<file path="config.mk">
export PLATFORM = sky130hd
export DESIGN_NAME = msd_first_decimal_adder_flat
export DESIGN_NICKNAME = d
export VERILOG_FILES = /design/src/sv/mda_pkg.sv /design/src/sv/mda_if.sv /design/src/sv/mda_ram.sv /design/src/sv/msd_first_decimal_adder.sv /design/src/flat_wrapper.sv
export SDC_FILE = /design/constraint.sdc
export NUM_CORES = 1
export LEC_CHECK = 0
export BUFFER_PORTS_ARGS = -buffer_cell sky130_fd_sc_hd__buf_2
export CORE_ASPECT_RATIO = 1.1
export CORE_MARGIN = 8
export CORE_UTILIZATION = 30
export CTS_CLUSTER_SIZE = 25
export DETAILED_ROUTE_END_ITERATION = 12
export PLACE_DENSITY_LB_ADDON = 0.05
export SKIP_CTS_REPAIR_TIMING = 1
export SYNTH_ARGS = -nofsm -noshare
export SYNTH_HDL_FRONTEND = slang
export SYNTH_SLANG_ARGS = --single-unit
</file>
<file path="constraint.sdc">
create_clock -name clk_i -period 6.2 [get_ports clk_i]
set_input_delay 0.93 -clock clk_i [delete_from_list [all_inputs] [get_ports clk_i]]
set_output_delay 0.93 -clock clk_i [all_outputs]
set_load 0.005 [all_outputs]
</file>
<file path="src/sv/mda_pkg.sv">
package mda_pkg;

  // Default capacity of each operand store, in decimal digits.
  localparam int unsigned MaxDigitsDef = 32;

  // Width of one decimal digit and of the command field.
  localparam int unsigned DigitW = 4;
  localparam int unsigned CmdW   = 2;

  // Decimal radix; a digit sum above RADIX - 1 wraps and carries.
  localparam int unsigned Radix = 10;

  typedef enum logic [CmdW-1:0] {
    CMD_PUSH_FIRST  = 2'd0,
    CMD_PUSH_SECOND = 2'd1,
    CMD_ADD         = 2'd2
  } cmd_e;

endpackage

</file>
<file path="src/sv/mda_if.sv">
// Request channel into the adder: a command and a digit to load.
interface mda_in_if import mda_pkg::*; ();
  logic              valid;
  logic              ready;
  logic [CmdW-1:0]   cmd;
  logic [DigitW-1:0] digit;

  modport source (output valid, output cmd, output digit, input ready);
  modport sink   (input valid, input cmd, input digit, output ready);
endinterface

// Result channel out of the adder: one sum digit per transfer.
interface mda_out_if import mda_pkg::*; ();
  logic              valid;
  logic              ready;
  logic [DigitW-1:0] sum_digit;
  logic              last;
  logic              dropped;

  modport source (output valid, output sum_digit, output last, output dropped, input ready);
  modport sink   (input valid, input sum_digit, input last, input dropped, output ready);
endinterface

</file>
<file path="src/sv/mda_ram.sv">
// Simple dual-port RAM: one write port, one read port with registered data.
module mda_ram #(
  parameter int unsigned WIDTH = 4,
  parameter int unsigned DEPTH = 32,
  localparam int unsigned AW   = (DEPTH > 1) ? $clog2(DEPTH) : 1
) (
  input  logic             clk_i,
  input  logic             we_i,
  input  logic [AW-1:0]    waddr_i,
  input  logic [WIDTH-1:0] wdata_i,
  input  logic [AW-1:0]    raddr_i,
  output logic [WIDTH-1:0] rdata_o
);

  logic [WIDTH-1:0] mem_q [DEPTH];
  logic [WIDTH-1:0] rdata_q;

  always_ff @(posedge clk_i) begin
    if (we_i) begin
      mem_q[waddr_i] <= wdata_i;
    end
    rdata_q <= mem_q[raddr_i];
  end

  assign rdata_o = rdata_q;

endmodule

</file>
<file path="src/sv/msd_first_decimal_adder.sv">
// Decimal adder for numbers loaded most significant digit first.
//
// Requests arrive on in_i. A push request (first or second operand) writes
// one digit, saturated to nine, into that operand's digit memory. A digit
// pushed onto a full store is discarded and a sticky drop flag is set. An
// add request walks both operands from the least significant digit, one
// digit a cycle, with a ripple carry into the sum memory, and then settles
// the final carry. The sum is then read back most significant digit first
// onto out_o, each digit passing through a read state and an emit state and
// waiting while the receiver stalls. The final digit carries last, and
// every digit carries the drop flag as it stood when the add was requested.
// An empty add gives a single zero, and after an add both stores are empty.
//
// in_i.ready is high only while no add is in progress. out_o is driven from
// an output register, so a push may be taken while a digit waits there; when
// the receiver stalls, the read-back pauses until the register frees up.
// Reset clears the digit counts, the drop flag and the output valid; memory
// contents are left as they are and never read before they are written.
module msd_first_decimal_adder import mda_pkg::*; #(
  parameter int unsigned MAX_DIGITS = MaxDigitsDef
) (
  input  logic     clk_i,
  input  logic     rst_ni,
  mda_in_if.sink   in_i,
  mda_out_if.source out_o
);

  // Operand address, digit count, sum address and emit counter widths.
  localparam int unsigned AW  = (MAX_DIGITS > 1) ? $clog2(MAX_DIGITS) : 1;
  localparam int unsigned CW  = $clog2(MAX_DIGITS + 1);
  localparam int unsigned SAW = $clog2(MAX_DIGITS + 1);
  localparam int unsigned TW  = $clog2(MAX_DIGITS + 2);

  typedef enum logic [4:0] {
    S_IDLE = 5'b00001,
    S_ADD  = 5'b00010,
    S_FIN  = 5'b00100,
    S_ERD  = 5'b01000,
    S_EOUT = 5'b10000
  } state_e;

  state_e state_q, state_d;

  logic [CW-1:0] first_cnt_q, first_cnt_d;
  logic [CW-1:0] second_cnt_q, second_cnt_d;
  logic          drop_q, drop_d;

  // Snapshot of the operands taken when an add request is accepted.
  logic [CW-1:0] a_cnt_q, a_cnt_d;
  logic [CW-1:0] b_cnt_q, b_cnt_d;
  logic [CW-1:0] len_q, len_d;
  logic          flag_q, flag_d;

  // Add pipeline: read issue position, then a write-back stage in the following cycle.
  logic [CW-1:0] pos_q, pos_d;
  logic          rd_v_q, rd_v_d;
  logic          a_in_q, a_in_d;
  logic          b_in_q, b_in_d;
  logic [CW-1:0] wpos_q, wpos_d;
  logic          carry_q, carry_d;

  // Digits still to emit.
  logic [TW-1:0] rem_q, rem_d;

  logic              out_valid_q, out_valid_d;
  logic [DigitW-1:0] out_digit_q, out_digit_d;
  logic              out_last_q, out_last_d;
  logic              out_drop_q, out_drop_d;

  // Memory ports.
  logic              a_we, b_we, s_we;
  logic [AW-1:0]     a_waddr, b_waddr, a_raddr, b_raddr;
  logic [DigitW-1:0] push_digit;
  logic [DigitW-1:0] a_rdata, b_rdata, s_rdata, s_wdata;
  logic [SAW-1:0]    s_waddr, s_raddr;

  logic              in_fire;
  logic              out_free;
  logic [CW-1:0]     a_idx, b_idx;
  logic [DigitW:0]   dsum;
  logic [DigitW-1:0] a_term, b_term;

  assign in_i.ready = (state_q == S_IDLE);
  assign in_fire    = in_i.valid && in_i.ready;
  assign out_free   = !out_valid_q || out_o.ready;

  assign push_digit = (in_i.digit > DigitW'(Radix - 1)) ? DigitW'(Radix - 1) : in_i.digit;

  // Position counted from the least significant end maps to store index
  // count - 1 - pos, since digits were stored in arrival order.
  assign a_idx   = a_cnt_q - CW'(1) - pos_q;
  assign b_idx   = b_cnt_q - CW'(1) - pos_q;
  assign a_raddr = a_idx[AW-1:0];
  assign b_raddr = b_idx[AW-1:0];
  assign a_waddr = first_cnt_q[AW-1:0];
  assign b_waddr = second_cnt_q[AW-1:0];

  assign a_term = a_in_q ? a_rdata : '0;
  assign b_term = b_in_q ? b_rdata : '0;
  assign dsum   = {1'b0, a_term} + {1'b0, b_term} + {{DigitW{1'b0}}, carry_q};

  // The sum memory is read at total - 1 - i, which is rem - 1.
  assign s_raddr = SAW'(rem_q - TW'(1));

  always_comb begin
    state_d      = state_q;
    first_cnt_d  = first_cnt_q;
    second_cnt_d = second_cnt_q;
    drop_d       = drop_q;
    a_cnt_d      = a_cnt_q;
    b_cnt_d      = b_cnt_q;
    len_d        = len_q;
    flag_d       = flag_q;
    pos_d        = pos_q;
    rd_v_d       = 1'b0;
    a_in_d       = a_in_q;
    b_in_d       = b_in_q;
    wpos_d       = wpos_q;
    carry_d      = carry_q;
    rem_d        = rem_q;
    out_valid_d  = out_valid_q;
    out_digit_d  = out_digit_q;
    out_last_d   = out_last_q;
    out_drop_d   = out_drop_q;
    a_we         = 1'b0;
    b_we         = 1'b0;
    s_we         = 1'b0;
    s_waddr      = wpos_q[SAW-1:0];
    s_wdata      = dsum[DigitW-1:0];

    if (out_valid_q && out_o.ready) begin
      out_valid_d = 1'b0;
    end

    case (state_q)
      S_IDLE: begin
        if (in_fire) begin
          case (in_i.cmd)
            CMD_PUSH_FIRST: begin
              if (first_cnt_q < CW'(MAX_DIGITS)) begin
                a_we        = 1'b1;
                first_cnt_d = first_cnt_q + CW'(1);
              end else begin
                drop_d = 1'b1;
              end
            end
            CMD_PUSH_SECOND: begin
              if (second_cnt_q < CW'(MAX_DIGITS)) begin
                b_we         = 1'b1;
                second_cnt_d = second_cnt_q + CW'(1);
              end else begin
                drop_d = 1'b1;
              end
            end
            CMD_ADD: begin
              a_cnt_d      = first_cnt_q;
              b_cnt_d      = second_cnt_q;
              len_d        = (first_cnt_q > second_cnt_q) ? first_cnt_q : second_cnt_q;
              flag_d       = drop_q;
              first_cnt_d  = '0;
              second_cnt_d = '0;
              drop_d       = 1'b0;
              pos_d        = '0;
              carry_d      = 1'b0;
              state_d      = S_ADD;
            end
            default: begin
            end
          endcase
        end
      end

      S_ADD: begin
        // Write-back of the digit read in the previous cycle.
        if (rd_v_q) begin
          s_we = 1'b1;
          if (dsum > (DigitW + 1)'(Radix - 1)) begin
            s_wdata = DigitW'(dsum - (DigitW + 1)'(Radix));
            carry_d = 1'b1;
          end else begin
            carry_d = 1'b0;
          end
        end
        // Read issue for the next position.
        if (pos_q < len_q) begin
          rd_v_d = 1'b1;
          a_in_d = pos_q < a_cnt_q;
          b_in_d = pos_q < b_cnt_q;
          wpos_d = pos_q;
          pos_d  = pos_q + CW'(1);
        end else if (!rd_v_q) begin
          state_d = S_FIN;
        end
      end

      S_FIN: begin
        // A remaining carry becomes the leading 1; an empty add gives one zero.
        s_waddr = len_q[SAW-1:0];
        s_wdata = {{(DigitW - 1){1'b0}}, carry_q};
        s_we    = carry_q || (len_q == '0);
        if (len_q == '0) begin
          rem_d = TW'(1);
        end else begin
          rem_d = TW'(len_q) + TW'(carry_q);
        end
        state_d = S_ERD;
      end

      S_ERD: begin
        state_d = S_EOUT;
      end

      S_EOUT: begin
        if (out_free) begin
          out_valid_d = 1'b1;
          out_digit_d = s_rdata;
          out_last_d  = (rem_q == TW'(1));
          out_drop_d  = flag_q;
          rem_d       = rem_q - TW'(1);
          state_d     = (rem_q == TW'(1)) ? S_IDLE : S_ERD;
        end
      end

      default: begin
        state_d = S_IDLE;
      end
    endcase
  end

  always_ff @(posedge clk_i or negedge rst_ni) begin
    if (!rst_ni) begin
      state_q      <= S_IDLE;
      first_cnt_q  <= '0;
      second_cnt_q <= '0;
      drop_q       <= 1'b0;
      rd_v_q       <= 1'b0;
      carry_q      <= 1'b0;
      out_valid_q  <= 1'b0;
    end else begin
      state_q      <= state_d;
      first_cnt_q  <= first_cnt_d;
      second_cnt_q <= second_cnt_d;
      drop_q       <= drop_d;
      rd_v_q       <= rd_v_d;
      carry_q      <= carry_d;
      out_valid_q  <= out_valid_d;
    end
  end

  always_ff @(posedge clk_i) begin
    a_cnt_q     <= a_cnt_d;
    b_cnt_q     <= b_cnt_d;
    len_q       <= len_d;
    flag_q      <= flag_d;
    pos_q       <= pos_d;
    a_in_q      <= a_in_d;
    b_in_q      <= b_in_d;
    wpos_q      <= wpos_d;
    rem_q       <= rem_d;
    out_digit_q <= out_digit_d;
    out_last_q  <= out_last_d;
    out_drop_q  <= out_drop_d;
  end

  mda_ram #(
    .WIDTH (DigitW),
    .DEPTH (MAX_DIGITS)
  ) u_first_ram (
    .clk_i   (clk_i),
    .we_i    (a_we),
    .waddr_i (a_waddr),
    .wdata_i (push_digit),
    .raddr_i (a_raddr),
    .rdata_o (a_rdata)
  );

  mda_ram #(
    .WIDTH (DigitW),
    .DEPTH (MAX_DIGITS)
  ) u_second_ram (
    .clk_i   (clk_i),
    .we_i    (b_we),
    .waddr_i (b_waddr),
    .wdata_i (push_digit),
    .raddr_i (b_raddr),
    .rdata_o (b_rdata)
  );

  mda_ram #(
    .WIDTH (DigitW),
    .DEPTH (MAX_DIGITS + 1)
  ) u_sum_ram (
    .clk_i   (clk_i),
    .we_i    (s_we),
    .waddr_i (s_waddr),
    .wdata_i (s_wdata),
    .raddr_i (s_raddr),
    .rdata_o (s_rdata)
  );

  assign out_o.valid     = out_valid_q;
  assign out_o.sum_digit = out_digit_q;
  assign out_o.last      = out_last_q;
  assign out_o.dropped   = out_drop_q;

  // The add pipeline has drained before the final carry is resolved.
  assert property (@(posedge clk_i) disable iff (!rst_ni)
    (state_q == S_FIN) |-> !rd_v_q)
    else $error("sum write-back still pending at finish");

  // The read position never runs past the longer operand.
  assert property (@(posedge clk_i) disable iff (!rst_ni)
    (state_q == S_ADD) |-> (pos_q <= len_q))
    else $error("add position beyond operand length");

  // While emitting, at least one and at most MAX_DIGITS + 1 digits remain.
  assert property (@(posedge clk_i) disable iff (!rst_ni)
    (state_q == S_ERD || state_q == S_EOUT) |->
      (rem_q != '0 && rem_q <= TW'(MAX_DIGITS + 1)))
    else $error("emit count out of range");

  // A digit marked last always returns the block to accepting requests.
  assert property (@(posedge clk_i) disable iff (!rst_ni)
    (state_q == S_EOUT && out_free && rem_q == TW'(1)) |=>
      (state_q == S_IDLE && out_valid_q && out_last_q))
    else $error("final digit did not end the add");

endmodule
</file>
<file path="src/flat_wrapper.sv">
// flat-port wrapper written by rule: the top's interface ports become plain ports
module msd_first_decimal_adder_flat import mda_pkg::*;
#(
  parameter int unsigned MAX_DIGITS = MaxDigitsDef
)
  (clk_i, rst_ni, in_i_valid, in_i_cmd, in_i_digit, in_i_ready, out_o_valid, out_o_sum_digit, out_o_last, out_o_dropped, out_o_ready);
  mda_in_if in_i_i ();
  mda_out_if out_o_i ();
  input  logic clk_i;
  input  logic rst_ni;
  input wire logic [$bits(in_i_i.valid)-1:0] in_i_valid;
  input wire logic [$bits(in_i_i.cmd)-1:0] in_i_cmd;
  input wire logic [$bits(in_i_i.digit)-1:0] in_i_digit;
  output wire logic [$bits(in_i_i.ready)-1:0] in_i_ready;
  output wire logic [$bits(out_o_i.valid)-1:0] out_o_valid;
  output wire logic [$bits(out_o_i.sum_digit)-1:0] out_o_sum_digit;
  output wire logic [$bits(out_o_i.last)-1:0] out_o_last;
  output wire logic [$bits(out_o_i.dropped)-1:0] out_o_dropped;
  input wire logic [$bits(out_o_i.ready)-1:0] out_o_ready;
  assign in_i_i.valid = in_i_valid;
  assign in_i_i.cmd = in_i_cmd;
  assign in_i_i.digit = in_i_digit;
  assign in_i_ready = in_i_i.ready;
  assign out_o_valid = out_o_i.valid;
  assign out_o_sum_digit = out_o_i.sum_digit;
  assign out_o_last = out_o_i.last;
  assign out_o_dropped = out_o_i.dropped;
  assign out_o_i.ready = out_o_ready;
  msd_first_decimal_adder #(.MAX_DIGITS(MAX_DIGITS)) u_core (.clk_i(clk_i), .rst_ni(rst_ni), .in_i(in_i_i), .out_o(out_o_i));
endmodule
</file>
# == Yosys cells after proc, flatten, opt, wreduce, memory -nomap -nowiden ==
# Memories as Yosys holds them, arrays and structs flattened. A register that Yosys moved wholly into a read port is not among the register bits.
# Cells that the tools add are included.
# totals
register_bits,66
mem_bits_rw,388
output_inout_bits,8
elab_cells,138
memories,3
# classes
addsub,12
n_lt_le_gt_ge,8
n_eq_ne,19
mux,55
reduce_logical,22
# memory_table
name,words,word_bits,read_ports,rd_clocked_by_memory_dff,wr,line,text
u_core.u_sum_ram.mem_q,33,4,1,1,1,mda_ram.sv:15,logic [WIDTH-1:0] mem_q [DEPTH];
u_core.u_first_ram.mem_q,32,4,1,1,1,mda_ram.sv:15,
u_core.u_second_ram.mem_q,32,4,1,1,1,mda_ram.sv:15,
# ops
operator,count
$mux W6,9
$pmux W6 S2,4
$mux W1,26
$mux W5,5
$pmux W5 S5,1
$mux W4,6
$add A6 B1 Y6 const B,3
$lt A6 B6 Y1,3
$reduce_and A4 Y1,4
$lt A6 B6 Y1 const B,2
$ne A2 B2 Y1 const B,6
$ne A2 B1 Y1 const B,5
$reduce_and A5 Y1,2
$sub A5 B1 Y5 const B,2
$sub A5 B5 Y5,2
$pmux W4 S2,1
$reduce_bool A2 Y1,4
$add A6 B1 Y6,1
$eq A6 B1 Y1 const B,1
$gt A6 B6 Y1,1
$logic_not A6 Y1,1
$reduce_and A2 Y1,3
$sub A6 B1 Y6 const B,1
$add A4 B4 Y5,1
19 further kinds,22

# == Longest topological paths before layout ==
# Gate-level depths: netlist of run 1.
# depth
ltp_word,7
depth_mapped,13
mapped_depth_nobuf,11

# == Cells and area by module ==
# A second synthesis of run 1 with hierarchy kept.
# unflattened
hier_cells,1178
area_unflattened_um2,19826.5
# modules_own_cells
mod,n_inst,cells_each,area_each_um2
mda_ram at u_core.u_first_ram ...,2,231,5138.7
mda_ram at u_core.u_sum_ram,1,325,5480.3
msd_first_decimal_adder,1,391,4068.9

# == Least setup slack after synthesis of run 1 ==
# No wires, ideal clock.
# synth_timing
path_type,register -> register
start,reg u_core.carry_q
end,"mem u_core.u_sum_ram.mem_q[0][3], data pin"
arrival_ns,3.742
path_slack_ns,1.884
path_stages_with_launch,9
path_cell_list,dfrtp_1 -> inv_1 -> fa_1 -> inv_1 -> fa_1 -> xor2_1 -> inv_1 -> ha_1 -> o41ai_1
# synth_via
elab_chain_cells,5
# synth_lines
element,line,text
"start, declared",msd_first_decimal_adder.sv:60,"logic carry_q, carry_d;"
"start signal, assigned",msd_first_decimal_adder.sv:245,carry_q <= carry_d;
$add A5 B1 Y5 *,msd_first_decimal_adder.sv:100,"assign dsum = {1'b0, a_term} + {1'b0, b_term} + {{DigitW{1'b0}}, carry_q};"
$sub A4 B4 Y4 / $gt A5 B4 Y1 (equally long branches),"msd_first_decimal_adder.sv:178, msd_first_decimal_adder.sv:177",
$mux W4,msd_first_decimal_adder.sv:177,if (dsum > (DigitW + 1)'(Radix - 1)) begin
$mux W4,msd_first_decimal_adder.sv:175,if (rd_v_q) begin
$pmux W4 S2 *,msd_first_decimal_adder.sv:135,case (state_q)
named net u_core.s_wdata[3],msd_first_decimal_adder.sv:74,"logic [DigitW-1:0] a_rdata, b_rdata, s_rdata, s_wdata;"
"end, declared",mda_ram.sv:15,
# The timed path passes the listed nets; every way through them passes the cells marked *.

# == Worst setup path in the final report of run 1 ==
# layout_timing
start,reg u_core.carry_q
end,"mem u_core.u_sum_ram.mem_q[32][2], data pin"
# Same word-level chain as after synthesis.

==> results of run 1 <==
-- kinds of logic after synthesis --
group	synth area share
buffers and inverters	0.02325
multiplexers	0.1335
adder cells (fa/ha/maj)	0.03364
AND/OR/NAND/NOR	0.07124
XOR/XNOR	0.01391
AO/OA/AOI/OAI	0.04385
flip-flops	0.6806
-- layout by cell type (no fill, tap or decap), types with 16 or more instances in the layout --
master,n
buf_2,17
dfrtp_1,20
nand3_1,25
mux2i_1,41
inv_1,45
mux4_2,82
edfxtp_1,433
nand2_1,35
a21oi_1,30
o21ai_0,20
nor2_1,154
ha_1,46
clkbuf_16,53
clkbuf_1,16
buf_4,19
-- cell usage after synthesis (9+ instances only) --
cell type    n
a21oi_1     31
a22o_1      11
and2_1      10
buf_4       10
clkbuf_1    14
dfrtp_1     20
dfxtp_1     12
edfxtp_1   433
ha_1        48
inv_1       45
mux2i_1     43
mux4_1      14
mux4_2      82
nand2_1     35
nand2b_1    11
nand3_1     25
nor2_1     154
nor2b_1     12
nor3_1       9
o21ai_0     20
xnor2_1     12
xor2_1      12
-- layout make-up --
type / instances / area [sq um]
Clock buffer: 76 / 1483
Inverter: 45 / 168.9
Tap cell: 867 / 1085
Multi-Input combinational cell: 646 / 6042
Clock inverter: 18 / 156.4
Timing Repair Buffer: 36 / 227.7
Fill cell: 6326 / 44260
Sequential cell: 466 / 13770
-- worst paths after layout --
check | startpoint | depth (start not counted) | slack [ns] | endpoint
max in group asynchronous | rst_ni | 1 | 5.39 | u_core.carry_q
min reg2reg | u_core.u_sum_ram.rdata_o[0] | 0 | 0.40 | u_core.out_o.sum_digit[0]
min in group clk_i | u_core.u_sum_ram.rdata_o[0] | 0 | 0.40 | u_core.out_o.sum_digit[0]
min | rst_ni | 1 | 0.37 | u_core.state_q[1]
max | u_core.carry_q | 11 | 2.48 | u_core.u_sum_ram.mem_q[32][2]
max reg2reg | u_core.carry_q | 11 | 2.48 | u_core.u_sum_ram.mem_q[32][2]
-- stage by stage --
| step | instances | utilization |
|---|---|---|
| after global placement | 2060 | 0.3169 |
| final | 2154 | 0.3413 |
| after CTS | 2154 | 0.3413 |
| after global routing | 2154 | 0.3413 |
| after floorplan | 1201 | - |
| after detailed placement | 2060 | 0.3169 |
-- worst max-delay path: stages (launching register included) --
cell and delay, ns:
dfrtp_1 0.42, inv_1 0.13, fa_1 0.20, inv_1 0.06, fa_1 0.45, xor2_1 0.25, inv_1 0.07, ha_1 0.22
a21oi_1 0.13, nand3_1 0.09, a21oi_1 0.47, mux2i_4 0.88
-- state kept, by name, indices dropped and copies added (netlist names), 4 cells and up --
name / count
u_core.u_second_ram.mem_q: 128
u_core.rem_q: 6
u_core.u_sum_ram.mem_q: 132
u_core.u_first_ram.rdata_o: 4
u_core.b_cnt_q: 6
u_core.wpos_q: 6
u_core.pos_q: 6
u_core.first_cnt_q: 6
u_core.out_o.sum_digit: 4
u_core.u_sum_ram.rdata_o: 4
u_core.u_second_ram.rdata_o: 4
u_core.state_q: 5
u_core.u_first_ram.mem_q: 128
u_core.a_cnt_q: 6
u_core.len_q: 6
u_core.second_cnt_q: 6
-- power by group through the flow --
stage / logic (mW) / clock network, mW / registers, mW
3_5_place_dp: 1.49 / 0 / 3.96
4_1_cts: 1.50 / 3.10 / 3.89
6_report: 1.44 / 3.00 / 3.88
2_1_floorplan: 1.03 / 0 / 3.88
3_3_place_gp: 1.48 / 0 / 3.96
5_1_grt: 1.61 / 3.21 / 3.90
-- metal layers --
| layer | track usage | part of all wire | vias up |
|---|---|---|---|
| li1 | - | - | 4807 |
| met1 | 0.1585 | 0.44 | 5251 |
| met5 | 0 | 0 | - |
| met3 | 0.02137 | 0.032 | 72 |
| met4 | 0.03472 | 0.022 | 0 |
| met2 | 0.2268 | 0.51 | 146 |
==> qor.yml, run 1 <==
layout:
  diodes: 0
  drive_gt1_frac: 0.1772
  syn_to_final_growth_pct: 13.35
  nets: 1309
  fin_area_sq_um: 22930
logic_synthesis:
  netlist_top_cells_area: "edfxtp_1 64%, mux4_2 9.1%, ha_1 3.0%"
  synthFlopType: "edfxtp_1"
  syn_area_sq_um: 20230
  synth_top_area_cell: "edfxtp_1"
  syn_area_per_cell_sq_um: 16.85
  synthCells: 1201
  syn_nets: 1263
  ys_warn_count: 0
  ys_seq_area_frac: 0.6806
  synth_edf_count: 433
  synth-seq-cells: 466
  synth_top_area_frac: 0.6427
  async_reset_ff_frac: 0.04506
  ys_types: 76
sta:
  min_period_over_period: 0.6001
  rsz0062_at_grt: "false"
  fmax_mhz: 268.8
  setup_viol: 0
  worst_slew_pin_slew_ns: 0.9336
  post-route-min-period_ns: 3.721
  slew_viol_final: 0
  setup_slack_ns: 2.479
  hold_viol: 0
  hold_ws_ns: 0.3695
  finClkSkew_ns: 0.02557
  setup-tns-final_ns: 0
  slew_headroom: 0.3643
power_and_ir_drop:
  ir_drop_mv: 0.2005
  intPower_mw: 6.064
  p_total_mw: 8.320
  clock_power_share: 0.360
  power_frac_comb: 0.173
  p_seq_frac: 0.466
  switching_share: 0.2712
  p_leak_nw: 7.688
  powerDensity_nw_per_um2: 362.8
  power.switching_mw: 2.257
clocking:
  cts_root_buf: "clkbuf_16"
  cts.reportedPaths.clkPinSlew_ns: 0.06
  insertion_delay_ns: 0.59
  clock-sinks: 466
  h-tree-depth: 2
  cts_tree: "done"
  cts_buffers: 52
  cts_buffer_depth: 3
grt:
  grt_pass1_vias: 10990
  grt_pass1_wl_mm: 72.88
  grt_overflow: 0
  grt.total_usage: 0.1271
  grt_max_degree: 68
  antenna_found_initial: 1
detailed_routing:
  drc: 0
  vias: 10280
  dr.pass1.iters: 5
  drtAntennaViolNets: 0
  vias_per_cell: 4.771
  drt-initial-drc-count: 613
  post_drt_wl_per_cell_um: 22.19
  drt-total-wl_mm: 47.80
placement:
  placed_area_sq_um: 21290
  io_buffers: 17
  post-dp-hpwl_mm: 32.19
  place_congestion: 0.7216
  place_ws_ns: 2.473
worst_setup_path:
  crit_path_end_kind: "register"
  path_class: "reg -> reg"
  setup.worst_path.start_class: "register"
  cp_max_fo: 33
  cp.arrival_ns: 3.97
  crit_required_ns: 6.45
worst_hold_path:
  hold_path.class: "in -> async"
floorplanning:
  dieArea_sq_um: 76010
  ios: 18
  start_util: 0.3011
  rows: 100
  core-area_sq_um: 67190
  die_w_um: 263.6
  dieHeight_um: 288.4
run:
  drv_cap: 0
run_status:
  status: "finished, final reports clean"
(Power assumes the default switching activity.)
==> inputs of run 2 (changes only) <==
- clock period: 6.2 -> 3.89 ns (I/O delays scaled with it)
==> run 2 against run 1 <==
Compared with the run above:
- non-clock buffer count is 20 higher
- combinational power is 70% higher
- register-to-register slack worse by 1.9 ns
- routed wire length rose by 0.16%
- utilization up 0.39 points
- hold slack got worse by 0.36 ns
- global-route usage is 0.095 points lower
- clock power rose by 65%
- critical path type unchanged
- critical endpoint is now u_core.u_sum_ram.mem_q[0][2]
==> qor.yml, run 2 (synthesis gave the netlist of run 1 again) <==
layout:
  syn_to_final_growth_pct: 14.66
  largest_register_ff_count: 132  # unchanged
  layout_commonest_cell: "edfxtp_1"
  top_regs: "u_core.u_sum_ram.mem_q (132), u_core.u_first_ram.mem_q (128), u_core.u_second_ram.mem_q (128)"
  stdcell_count: 2177  # +1.1%
  top_register: "u_core.u_sum_ram.mem_q"
  diodes: 0  # unchanged
  drive_gt1_frac: 0.1901  # +0.01292
  nets: 1330  # +1.6%
  mostFrequentLayoutCells: "433 x edfxtp_1, 154 x nor2_1, 82 x mux4_2, 54 x clkbuf_16, 46 x ha_1"
  fillCellCount: 6389  # +1.0%
worst_hold_path:
  hold_path.class: "in -> async"
power_and_ir_drop:
  p_total_mw: 13.55  # +63%
  p_leak_nw: 7.832  # +1.9%
  powerDensity_nw_per_um2: 583.9  # +61%
  ir_drop_mv: 0.2913  # +45%
grt:
  grt_max_degree: 65  # -4.4%
  grt_overflow: 0  # unchanged
  grt.total_usage: 0.1262  # -0.0009475
  grt_pass1_wl_mm: 72.24  # -0.88%
  grt_pass1_vias: 11020  # +0.26%
  antenna_found_initial: 0  # -1
detailed_routing:
  vias: 10270  # -0.078%
  drtAntennaViolNets: 0  # unchanged
  drt-initial-drc-count: 492  # -20%
  vias_per_cell: 4.717  # -1.1%
  drc: 0  # unchanged
  post_drt_wl_per_cell_um: 21.99  # -0.90%
  drt-total-wl_mm: 47.88  # +0.16%
  dr.pass1.iters: 5  # unchanged
run_status:
  status: "finished, final reports clean"
placement:
  place_congestion: 0.7093  # -1.7%
  io_buffers: 17  # unchanged
  placed_cells: 2080  # +0.97%
  post-dp-hpwl_mm: 32.47  # +0.85%
worst_setup_path:
  path_class: "reg -> reg"
  cp_max_fo: 33  # unchanged
  setup.worst_path.start_class: "register"
  r2r_cells: 12  # +1
  crit_path_end_kind: "register"
  crit_required_ns: 4.25  # -2.20 ns
  cp.arrival_ns: 3.63  # -0.34 ns
clocking:
  cts_buffers: 53  # +1.9%
  h-tree-depth: 2  # unchanged
  cts_tree: "done"
  cts.reportedPaths.clkPinSlew_ns: 0.06  # about the same
  clock-sinks: 466  # unchanged
  cts_buffer_depth: 3  # unchanged
  insertion_delay_ns: 0.59  # about the same
  cts_root_buf: "clkbuf_16"
floorplanning:
  dieHeight_um: 288.4  # unchanged
  die_w_um: 263.6  # unchanged
  rows: 100  # unchanged
  ios: 18  # unchanged
  core-area_sq_um: 67190  # unchanged
  start_util: 0.3011  # unchanged
  dieArea_sq_um: 76010  # unchanged
sta:
  fmax_mhz: 305.1  # +14%
  finClkSkew_ns: 0.02597  # +0.0003973 ns
  setup-tns-final_ns: 0  # unchanged
  slew_headroom: 0.2783  # -0.08600
  min_period_over_period: 0.8427  # +0.2426
  hold_viol: 0  # unchanged
  hold_ws_ns: 0.007072  # -0.3624 ns
  worst_slew_pin_slew_ns: 1.071  # +0.1376 ns
  post-route-min-period_ns: 3.278  # -0.4426 ns
  setup_viol: 0  # unchanged
  slew_viol_final: 0  # unchanged
  rsz0062_at_grt: "false"
run:
  drv_cap: 0  # unchanged
## run 2: changes by cell type in the layout (fill, tap and decap cells not counted), sizes merged
cell / before / now
buf: 36 / 56
clkinvlp: 0 / 2
clkinv: 15 / 12
inv: 45 / 46
bufinv: 3 / 6
## run 2: report_power, final
part,total [mW],switching (mW),internal [mW]
registers,6.14,0.165,5.98
logic,2.45,1.51,0.933
clock network,4.96,1.99,2.97
## run 2: cell type report
class                           count  area (sq um)  area share
Clock buffer                       76          1444     0.06224
Clock inverter                     21         270.3     0.01165
Sequential cell                   466         13770      0.5936
Tap cell                          867          1085     0.04676
Inverter                           45         168.9    0.007282
Multi-Input combinational cell    646          6045      0.2606
Timing Repair Buffer               56         415.4     0.01791
## run 2: worst max-delay path: stages (launching register included)
cell and delay, ns:
dfrtp_1 0.43, inv_1 0.13, fa_1 0.20, inv_1 0.06, fa_1 0.45, xor2_1 0.26, inv_1 0.08, ha_1 0.24
a21oi_1 0.14, nand3_1 0.08, a21oi_1 0.38, mux2i_2 0.25, buf_4 0.34
## run 2: worst paths after layout
check                      slack (ns)                           end                         from
setup / recovery                 0.61  u_core.u_sum_ram.mem_q[0][2]               u_core.carry_q
hold / removal                  0.007        u_core.second_cnt_q[1]                       rst_ni
setup reg to reg                 0.61  u_core.u_sum_ram.mem_q[0][2]               u_core.carry_q
hold reg to reg                  0.40     u_core.out_o.sum_digit[2]  u_core.u_sum_ram.rdata_o[2]
max in group asynchronous        3.44                u_core.carry_q                       rst_ni
min in group clk_i               0.32                 u_core.drop_q                  in_i_cmd[1]
## run 2: per-stage QoR
step                      setup WS (ns)  cell area, sq um    util
after CTS                        0.5899             23200  0.3453
final                            0.6121             23200  0.3453
after global placement           0.6528             21480  0.3197
after detailed placement         0.5949             21480  0.3197
after floorplan                  0.2491             20240       -
after global routing             0.3457             23200  0.3453
## run 2: layer usage
metal | GRT usage | part of all wire | wire [um]
met2 | 0.2174 | 0.49 | 23680
met1 | 0.1649 | 0.46 | 21990
met3 | 0.02239 | 0.029 | 1403
met4 | 0.02988 | 0.017 | 811
met5 | 0 | 0 | 0
==> inputs of run 3 (changes only) <==
- clock period: 3.89 -> 3.4 ns (I/O delays scaled with it)
==> run 3 against run 2 <==
Compared with the run above:
- routed wire length grew 0.71%
- setup slack lost 0.32 ns
- utilization grew 0.19 points
- clock skew shrank 0.0011 ns
- critical endpoint is now u_core.u_sum_ram.mem_q[16][2]
- non-clock buffer count grew 18
- count of clock-buffer cells in the layout shrank 7
- cell area grew 0.55%
- clock power grew 9.9%
- largest cell class unchanged
- first-iteration DRC count grew 4.1%
- sequential share of layout area shrank 0.32 points
- fmax grew 5.6%
==> qor.yml, run 3 (synthesis gave the netlist of run 1 again) <==
clocking:
  insertion_delay_ns: 0.59  # about the same
  cts_buffer_depth: 3  # unchanged
  h-tree-depth: 2  # unchanged
  cts_root_buf: "clkbuf_16"
  clock-sinks: 466  # unchanged
  cts_buffers: 53  # unchanged
  cts_tree: "done"
  cts.reportedPaths.clkPinSlew_ns: 0.06  # about the same
floorplanning:
  ios: 18  # unchanged
  die_w_um: 263.6  # unchanged
  dieArea_sq_um: 76010  # unchanged
  rows: 100  # unchanged
  dieHeight_um: 288.4  # unchanged
  core-area_sq_um: 67190  # unchanged
  start_util: 0.3011  # unchanged
grt:
  grt_overflow: 0  # unchanged
  grt_max_degree: 65  # unchanged
  grt.total_usage: 0.1276  # +0.001409
  grt_pass1_wl_mm: 73.19  # +1.3%
  grt_pass1_vias: 11360  # +3.0%
  antenna_found_initial: 0  # unchanged
placement:
  place_ws_ns: 0.2804  # -0.3145 ns
  io_buffers: 17  # unchanged
  post-dp-hpwl_mm: 32.54  # +0.22%
  place_congestion: 0.7050  # -0.61%
  placed_area_sq_um: 21670  # +0.89%
layout:
  fillCellCount: 6370  # -0.30%
  layout_commonest_cell: "edfxtp_1"
  mostFrequentLayoutCells: "433 x edfxtp_1, 154 x nor2_1, 82 x mux4_2, 53 x clkbuf_16, 48 x buf_4"
  nets: 1348  # +1.4%
  fin_area_sq_um: 23320  # +0.55%
  top_regs: "u_core.u_sum_ram.mem_q (132), u_core.u_first_ram.mem_q (128), u_core.u_second_ram.mem_q (128)"
  utilization: 0.3472  # +0.001900
  top_register: "u_core.u_sum_ram.mem_q"
  syn_to_final_growth_pct: 15.29
  largest_register_ff_count: 132  # unchanged
  drive_gt1_frac: 0.1994  # +0.009322
run_status:
  status: "finished, final reports clean"
sta:
  slew_headroom: 0.2941  # +0.01582
  slew_viol_final: 0  # unchanged
  fmax_mhz: 322.1  # +5.6%
  worst_slew_pin_slew_ns: 1.051  # -0.01997 ns
  min_period_over_period: 0.9130  # +0.07034
  hold_viol: 0  # unchanged
  rsz0062_at_grt: "false"
  finClkSkew_ns: 0.02489  # -0.001083 ns
  setup_viol: 0  # unchanged
  post-route-min-period_ns: 3.104  # -0.1737 ns
  setup_slack_ns: 0.2958  # -0.3163 ns
  hold_ws_ns: 0.2407  # +0.2336 ns
run:
  drv_cap: 0  # unchanged
detailed_routing:
  dr.pass1.iters: 5  # unchanged
  vias_per_cell: 4.761  # +0.93%
  drt-initial-drc-count: 512  # +4.1%
  drc: 0  # unchanged
  vias: 10460  # +1.9%
  drtAntennaViolNets: 0  # unchanged
  drt-total-wl_mm: 48.22  # +0.71%
  post_drt_wl_per_cell_um: 21.95  # -0.21%
power_and_ir_drop:
  clock_power_share: 0.354  # -0.012
  powerDensity_nw_per_um2: 659.5  # +13%
  p_seq_frac: 0.456  # +0.003
  power_frac_comb: 0.190  # +0.009
  power.switching_mw: 4.221  # +15%
  p_leak_nw: 7.901  # +0.88%
  switching_share: 0.2744  # +0.003790
  ir_drop_mv: 0.2919  # +0.21%
  intPower_mw: 11.16  # +13%
worst_setup_path:
  cp_max_fo: 33  # unchanged
  crit_required_ns: 3.82  # -0.43 ns
  setup.worst_path.start_class: "register"
  crit_path_end_kind: "register"
  cp.arrival_ns: 3.53  # -0.10 ns
  path_class: "reg -> reg"
worst_hold_path:
  hold_path.class: "in -> reg"
-- run 3: area by class of cell --
cell class                      count  area [sq um]  share of cell area
Sequential cell                   466         13770              0.5903
Timing Repair Buffer               74         615.6             0.02639
Clock buffer                       69          1386             0.05944
Inverter                           45         168.9            0.007242
Tap cell                          867          1085             0.04651
Antenna cell                        1         2.502           0.0001073
Multi-Input combinational cell    646          6045              0.2591
Clock inverter                     29         252.7             0.01084
-- run 3: through the flow --
step / instances / power (mW) / TNS [ns]
global route: 2196 / 16.13 / 0
global placement: 2097 / 10.14 / 0
detailed placement: 2097 / 10.15 / 0
finish: 2197 / 15.38 / 0
floorplan: 1201 / 8.957 / -15.89
CTS: 2195 / 15.69 / 0
-- run 3: routing by layer --
| metal | wire length, um | track usage | up-vias |
|---|---|---|---|
| li1 | - | - | 4875 |
| met1 | 21930 | 0.1664 | 5354 |
| met2 | 23780 | 0.2207 | 167 |
| met3 | 1608 | 0.02222 | 63 |
| met4 | 902 | 0.03001 | 0 |
| met5 | 0 | 0 | - |
-- run 3: critical path, cell delays in order, from the launching register on --
cell and delay, ns:
edfxtp_1 0.41, nand2_1 0.11, fa_1 0.19, inv_1 0.06, fa_1 0.46, xor2_1 0.25
inv_1 0.07, ha_1 0.24, a21oi_1 0.14, nand3_1 0.08, a21oi_1 0.38, mux2i_2 0.32
buf_12 0.22
-- run 3: power groups by stage --
stage	combinational [mW]	clock, mW	sequential [mW]
after floorplan	1.89	0	7.07
after global placement	2.99	0	7.14
after detailed placement	3.01	0	7.14
after CTS	3.02	5.65	7.02
after global routing	3.26	5.83	7.04
final	2.92	5.45	7.01
-- run 3: path summary, 6_finish.rpt --
path,cells after the start,from,slack (ns),end
worst max register to register,12,u_core.a_in_q,0.30,u_core.u_sum_ram.mem_q[16][2]
worst min-delay path,2,in_i_cmd[1],0.24,u_core.drop_q
min in group asynchronous,2,rst_ni,0.46,u_core.second_cnt_q[1]
max in group asynchronous,2,rst_ni,2.51,u_core.carry_q
worst max-delay path,12,u_core.a_in_q,0.30,u_core.u_sum_ram.mem_q[16][2]
worst min register to register,0,u_core.u_sum_ram.rdata_o[2],0.40,u_core.out_o.sum_digit[2]
